<file path="src/rtl/core/cpc_pkg.sv">
// ============================================================================
// cpc_pkg
// Shared types and constants for the circle pixel coverage block.
// ============================================================================
`default_nettype none

package cpc_pkg;

    // configuration register indexes
    localparam logic [2:0] CFG_CENTER_X    = 3'd0;
    localparam logic [2:0] CFG_CENTER_Y    = 3'd1;
    localparam logic [2:0] CFG_RADIUS      = 3'd2;
    localparam logic [2:0] CFG_FILL_COLOR  = 3'd3;
    localparam logic [2:0] CFG_MULTISAMPLE = 3'd4;
    localparam logic [2:0] CFG_IMG_WIDTH   = 3'd5;
    localparam logic [2:0] CFG_IMG_HEIGHT  = 3'd6;

    localparam int CFG_INDEX_W = 3;
    localparam int CFG_DATA_W  = 32;
    localparam int COORD_W     = 12;
    localparam int CENTER_W    = 14;
    localparam int RADIUS_W    = 16;
    localparam int COLOR_W     = 32;
    localparam int SIZE_W      = 13;

    // quarter-pixel offsets and squared distances
    localparam int DELTA_W = 18;
    localparam int SQ_W    = 32;

    localparam int QUEUE_DEPTH = 2;

    localparam logic [12:0] IMG_SIZE_RESET = 13'd4096;

    typedef struct packed {
        logic signed [CENTER_W-1:0] center_x;
        logic signed [CENTER_W-1:0] center_y;
        logic [RADIUS_W-1:0]        radius_quarters;
        logic [COLOR_W-1:0]         fill_color;
        logic                       multisample_on;
        logic [SIZE_W-1:0]          image_width;
        logic [SIZE_W-1:0]          image_height;
    } cfg_t;

    // classified item handed from front to back
    typedef struct packed {
        logic [COORD_W-1:0]        col;
        logic [COORD_W-1:0]        row;
        logic                      in_box;
        logic signed [DELTA_W-1:0] dx_a;
        logic signed [DELTA_W-1:0] dx_b;
        logic signed [DELTA_W-1:0] dy_a;
        logic signed [DELTA_W-1:0] dy_b;
    } item_t;

endpackage

`default_nettype wire

</file>
<file path="src/rtl/core/cpc_back.sv">
// ============================================================================
// cpc_back
// Squares the sample offsets, compares against the squared radius, counts
// coverage and forms the output color.
// ============================================================================
`default_nettype none

module cpc_back (
    input  wire logic                        clk,
    input  wire logic                        rst_n,
    input  wire cpc_pkg::cfg_t               cfg,
    input  wire logic                        pop_valid,
    input  wire cpc_pkg::item_t              pop_item,
    output logic                             pop,
    output logic                             out_valid,
    input  wire logic                        out_ready,
    output logic                             write_pixel,
    output logic [cpc_pkg::COORD_W-1:0]      out_col,
    output logic [cpc_pkg::COORD_W-1:0]      out_row,
    output logic [cpc_pkg::COLOR_W-1:0]      out_color
);

    localparam int SQ_W = cpc_pkg::SQ_W;
    localparam int DW   = cpc_pkg::DELTA_W;

    // stage 1: squares
    logic                        s1_valid_reg;
    logic [cpc_pkg::COORD_W-1:0] s1_col_reg;
    logic [cpc_pkg::COORD_W-1:0] s1_row_reg;
    logic                        s1_in_box_reg;
    logic [SQ_W-1:0]             sq_xa_reg;
    logic [SQ_W-1:0]             sq_xb_reg;
    logic [SQ_W-1:0]             sq_ya_reg;
    logic [SQ_W-1:0]             sq_yb_reg;
    logic [SQ_W-1:0]             r2_reg;

    // stage 2: result register
    logic                        out_valid_reg;
    logic                        write_reg;
    logic                        write_next;
    logic [cpc_pkg::COORD_W-1:0] col_reg;
    logic [cpc_pkg::COORD_W-1:0] row_reg;
    logic [cpc_pkg::COLOR_W-1:0] color_reg;
    logic [cpc_pkg::COLOR_W-1:0] color_next;

    logic            s2_adv;
    logic            s1_take;
    logic            s1_move;
    logic [SQ_W:0]   d_aa;
    logic [SQ_W:0]   d_ab;
    logic [SQ_W:0]   d_ba;
    logic [SQ_W:0]   d_bb;
    logic [3:0]      hits;
    logic [2:0]      count;
    logic [9:0]      alpha_prod;

    function automatic logic [SQ_W-1:0] square(input logic signed [DW-1:0] d);
        logic signed [2*DW-1:0] p;
        p = d * d;
        square = p[SQ_W-1:0];
    endfunction

    assign s2_adv  = !out_valid_reg || out_ready;
    assign s1_move = s1_valid_reg && s2_adv;
    assign s1_take = !s1_valid_reg || s2_adv;
    assign pop     = pop_valid && s1_take;

    // x lane a pairs with y lane a for the single-sample corner
    assign d_aa = {1'b0, sq_xa_reg} + {1'b0, sq_ya_reg};
    assign d_ab = {1'b0, sq_xa_reg} + {1'b0, sq_yb_reg};
    assign d_ba = {1'b0, sq_xb_reg} + {1'b0, sq_ya_reg};
    assign d_bb = {1'b0, sq_xb_reg} + {1'b0, sq_yb_reg};

    assign hits[0] = d_aa <= {1'b0, r2_reg};
    assign hits[1] = d_ab <= {1'b0, r2_reg};
    assign hits[2] = d_ba <= {1'b0, r2_reg};
    assign hits[3] = d_bb <= {1'b0, r2_reg};

    assign count = 3'(hits[0]) + 3'(hits[1]) + 3'(hits[2]) + 3'(hits[3]);
    assign alpha_prod = cfg.fill_color[31:24] * count;

    always_comb
    begin
        write_next = 1'b0;
        color_next = '0;
        if (s1_in_box_reg)
        begin
            if (!cfg.multisample_on)
            begin
                if (hits[0])
                begin
                    write_next = 1'b1;
                    color_next = cfg.fill_color;
                end
            end
            else if (count != '0)
            begin
                write_next = 1'b1;
                color_next = {alpha_prod[9:2], cfg.fill_color[23:0]};
            end
        end
    end

    always_ff @(posedge clk or negedge rst_n)
    begin
        if (!rst_n)
        begin
            s1_valid_reg  <= 1'b0;
            out_valid_reg <= 1'b0;
        end
        else
        begin
            if (s1_take)
            begin
                s1_valid_reg <= pop_valid;
            end
            if (s2_adv)
            begin
                out_valid_reg <= s1_valid_reg;
            end
        end
    end

    always_ff @(posedge clk)
    begin
        r2_reg <= cfg.radius_quarters * cfg.radius_quarters;
        if (pop)
        begin
            s1_col_reg    <= pop_item.col;
            s1_row_reg    <= pop_item.row;
            s1_in_box_reg <= pop_item.in_box;
            sq_xa_reg     <= square(pop_item.dx_a);
            sq_xb_reg     <= square(pop_item.dx_b);
            sq_ya_reg     <= square(pop_item.dy_a);
            sq_yb_reg     <= square(pop_item.dy_b);
        end
        if (s1_move)
        begin
            write_reg <= write_next;
            col_reg   <= s1_col_reg;
            row_reg   <= s1_row_reg;
            color_reg <= color_next;
        end
    end

    assign out_valid   = out_valid_reg;
    assign write_pixel = write_reg;
    assign out_col     = col_reg;
    assign out_row     = row_reg;
    assign out_color   = color_reg;

`ifndef SYNTHESIS
    a_no_write_zero_color: assert property (@(posedge clk) disable iff (!rst_n)
        (out_valid_reg && !write_reg) |-> (color_reg == '0))
        else $error("color set on a pixel that is not written");

    a_s1_held_on_stall: assert property (@(posedge clk) disable iff (!rst_n)
        (s1_valid_reg && out_valid_reg && !out_ready) |=> s1_valid_reg)
        else $error("stage 1 item lost under output stall");

    a_no_pop_on_stall: assert property (@(posedge clk) disable iff (!rst_n)
        (s1_valid_reg && !s2_adv) |-> !pop)
        else $error("queue popped while stage 1 is blocked");
`endif

endmodule

`default_nettype wire

</file>
<file path="config.mk">
export PLATFORM = sky130hd
export DESIGN_NAME = cpc_back
export DESIGN_NICKNAME = d
export VERILOG_FILES = /design/src/rtl/core/cpc_pkg.sv /design/src/rtl/core/cpc_back.sv
export SDC_FILE = /design/constraint.sdc
export NUM_CORES = 2
export LEC_CHECK = 0
export BUFFER_PORTS_ARGS = -buffer_cell sky130_fd_sc_hd__buf_2
export CORE_MARGIN = 1
export CORE_UTILIZATION = 35
export CTS_CLUSTER_SIZE = 20
export DETAILED_ROUTE_END_ITERATION = 8
export PLACE_DENSITY = 0.6
export SYNTH_ARGS = -nofsm -noshare
export SYNTH_HDL_FRONTEND = slang
export SYNTH_SLANG_ARGS = --single-unit
export TNS_END_PERCENT = 100
</file>
<file path="constraint.sdc">
create_clock -name clk -period 44.6 [get_ports clk]
set_clock_uncertainty 0.2 [all_clocks]
set_input_delay 8.92 -clock clk [delete_from_list [all_inputs] [get_ports clk]]
set_output_delay 8.92 -clock clk [all_outputs]
set_load 0.005 [all_outputs]
</file>
* After elaboration in Yosys (flattened, before gate mapping)
Cells that the tools add are included.
** Storage, ports and cells
- Flip-flop bits (word level) :: 244
- RAM bits :: 0
- ROM bits :: 0
- Memories :: 0
- Input bits :: 204
- Word-level logic and storage cells :: 44
- Bits in latches :: 0
** Operators by class
- $add $sub $neg :: 7
- Equality and inequality tests :: 0
- $mul :: 6
- Div/mod/pow operators :: 0
- Shift-type cells :: 0
- Reductions and logical operators :: 7
- Mux-type cells :: 6
- $lt $le $gt $ge :: 4
- Bitwise operators :: 0
** Operator list (count)
- $add 32x32->33 :: 4
- $le 33x32->1 :: 4
- $mul 18x18->32 :: 4
- $mux 32 :: 3
- $mul 16x16->32 :: 1
- $mul 8x3->10 :: 1
- $add 2x1->3 :: 1
- $add 3x1->3 :: 1
- $mux 1 :: 3
- $reduce_bool 3->1 :: 1
- $add 1x1->2 :: 1
- $logic_and 1x1->1 :: 2
- $logic_not 1->1 :: 2
- $logic_or 1x1->1 :: 2

* Depth between registers and ports, before layout
- Depth after elaboration :: 8
- Gate-level depth with buffers :: 39

* Least setup slack after synthesis
OpenSTA, ideal clock, no wires.
- Path kind :: input -> output
- From :: input port out_ready
- To :: output port pop
- Arrival time :: 19.822 ns
- Path slack :: 15.658 ns
- Stages :: 2
- Path through :: nor2b_1 > a21boi_0
** On the way
- Longest elaborated chain between the ends :: 3
** Ends and longest elaborated chain
- from (decl) :: RTL line cpc_back.sv:16 : input wire logic out_ready,
- $logic_or 1x1->1 :: RTL line cpc_back.sv:63 : assign s2_adv = !out_valid_reg || out_ready;
- $logic_or 1x1->1 :: RTL line cpc_back.sv:65 : assign s1_take = !s1_valid_reg || s2_adv;
- $logic_and 1x1->1 :: RTL line cpc_back.sv:66 : assign pop = pop_valid && s1_take;
- to (decl) :: RTL line cpc_back.sv:14 : output logic pop,
No other way between the ends.

* Worst setup path in the final report
Ends and elaborated chain as after synthesis.

==> results.toml <==
[status]
outcome = "finished clean"

[worst_setup_path]
cp-start-kind = "input pin"
cp_cell_sequence = "buf_2, nor2b_1, a21boi_4, buf_4, buf_2"
slowest_stage = "buf_4"
path_buf_inv = 3
crit_arrival_ps = 9880
crit_type = "in -> out"
crit_top_cell = "buf_2"
crit_family = "buffers and inverters"
cp_max_fo = 27
max_stage_delay_ps = 280
cp-end-kind = "output pin"
cp.required_ps = 35480

[global_route]
grt_usage = 0.174
antenna_found_initial = 9
use_met1 = 0.226
grtUsageMet2 = 0.309
gr-max-usage-layer = "met2"
use_met3 = 0.0163
grt_pass1_wl_mm = 251
grt_pass1_vias = 47500
grt-ovfl-total = 0
grt_max_degree = 64

[timing]
finalCriticalPeriod_ps = 19000
grt_setup_unrepaired = "false"
drv_slew = 0
setup_ws_ps = 25600
finalCritPeriodShare = 0.426
slew_headroom = 0.316
hold_viol = 0
setup_viol = 0
worstMarginPinSlew_ps = 1020
tns_ps = 0
max_freq_mhz = 52.6

[drt]
ant_nets = 0
via_per_inst = 4.85
drtIter0Drc = 2116
drc = 0
drt_wl_total_mm = 152
num_vias = 43800
dr.pass1.iters = 8
wl_per_cell_um = 16.9

[yosys]
synth_edf_count = 206
synth_seq_cells = 239
synth_nets = 8718
synth_top_area_cell = "fa_1"
synth.distinct_cells = 81
synthArstFlopShare = 0.00837
yosys-top-cells-area = "fa_1 40%, ha_1 15%, inv_1 10%"
ys_seq_area_frac = 0.109
synth_top_cell_area_share = 0.396
syn_area_per_cell_um2 = 9.62
ys.flop_type = "edfxtp_1"
yosysWarnings = 0
syn_inst = 6525
synth_area_um2 = 62700

[clocking]
cts_num_sinks = 239
cts_root_buf = "clkbuf_16"
hold_buffers = 0
cts_resized = 0
cts_max_path_buffers = 3
clk_pin_slew_ps = 50
cts_tree = "done"
cts_setup_buffers = 0
clk_latency_ps = 600
numCtsBuffers = 30
h-tree-depth = 1

[placement]
dpl.hpwl_mm = 131
place_ws_ps = 25570
gp_congestion = 0.903
port_buffers = 208

[floorplan]
die_x_um = 425
pin_count = 263
num_rows = 155
core-area_um2 = 178000
dieHeight_um = 425
die_area_um2 = 181000
start_util = 0.352

[job]
maxCapViolCount = 0

[hold_path]
hp-class = "reg -> reg"

[finish]
drive_gt1_frac = 0.0464
layout.nets = 8831
area_growth_pct = 7.09
largest_register_ffs = 32
n_fill_cell = 17800
final_common_cell = "inv_1"
mostFrequentLayoutCells = "1676 x inv_1, 1242 x fa_1, 747 x ha_1"
## kinds of logic (layout without fill, tap and decap cells)
family / Yosys count / in the layout / synth area share
AO/OA/AOI/OAI: 761 / 761 / 0.0817
XOR/XNOR: 323 / 323 / 0.0451
adder cells (fa/ha/maj): 1989 / 1989 / 0.545
buffers and inverters: 1808 / 1944 / 0.108
flip-flops: 239 / 239 / 0.109
multiplexers: 9 / 9 / 0.00156
other: 0 / 2 / 0
AND/OR/NAND/NOR: 1396 / 1396 / 0.109
## cells in the mapped netlist, types with 15 or more instances
cell type	instances
a21o_1	163
a21oi_1	222
clkbuf_1	128
and3_1	24
inv_1	1676
nor3_1	36
nor2b_1	79
nand2_1	530
and2_1	302
fa_1	1242
a211o_1	16
edfxtp_1	206
a211oi_1	23
o21ai_0	102
dfxtp_1	31
o21bai_1	35
nand2b_1	68
or2_2	17
or3_1	15
xor2_1	79
nand4_1	36
nor2_1	211
a31oi_1	22
o211ai_1	20
ha_1	747
xnor2_1	244
o21a_1	38
nand3_1	42
## per-layer routing
metal	up-vias	share of wire
li1	20400	-
met4	4	0.027
met2	960	0.50
met1	22200	0.43
met5	-	0.00011
met3	193	0.046
## final timing paths
kind | startpoint | endpoint | slack [ps] | depth (start not counted)
max in group asynchronous | rst_n | out_valid$_DFFE_PN0P_ | 36210 | 1
min reg2reg | s1_col_reg[4]$_DFFE_PP_ | out_col[4]$_DFFE_PP_ | 220 | 0
max reg2reg | sq_xa_reg[3]$_DFFE_PP_ | out_color[31]$_SDFFCE_PN0P_ | 34960 | 37
max | out_ready | pop | 25600 | 5
min in group asynchronous | rst_n | s1_valid_reg$_DFFE_PN0N_ | 7890 | 1
min | s1_col_reg[4]$_DFFE_PP_ | out_col[4]$_DFFE_PP_ | 220 | 0
## layout make-up
class,count,area (um2),area share
Multi-Input combinational cell,4478,49100,0.731
Sequential cell,239,6860,0.102
Inverter,1676,6290,0.0936
Tap cell,2355,2950,0.0439
Timing Repair Buffer,213,1080,0.0161
Clock buffer,36,773,0.0115
Clock inverter,19,134,0.00199
Antenna cell,2,5.00,0.0000745
## through the flow
stage / cells / hold WS, ps / util / cell area, um2
CTS: 9016 / 218 / 0.377 / 67200
floorplan: 6525 / 200 / - / 62700
detailed placement: 8961 / 205 / 0.372 / 66300
finish: 9018 / 217 / 0.377 / 67200
global placement: 8961 / 201 / 0.372 / 66300
global route: 9017 / 223 / 0.377 / 67200
## worst register-to-register path, delay by kind of cell, from the launching register on
family          cells  cell delay [ps]
simple gates        3              470
buf+inv             2              150
fa+ha+maj           7             2630
compound gates     23             5180
xor+xnor            2              290
flops               1              480
Power is left out: the tool's default activity adds up to more than one toggle a clock period on the data nets, which glitch-free logic cannot reach.
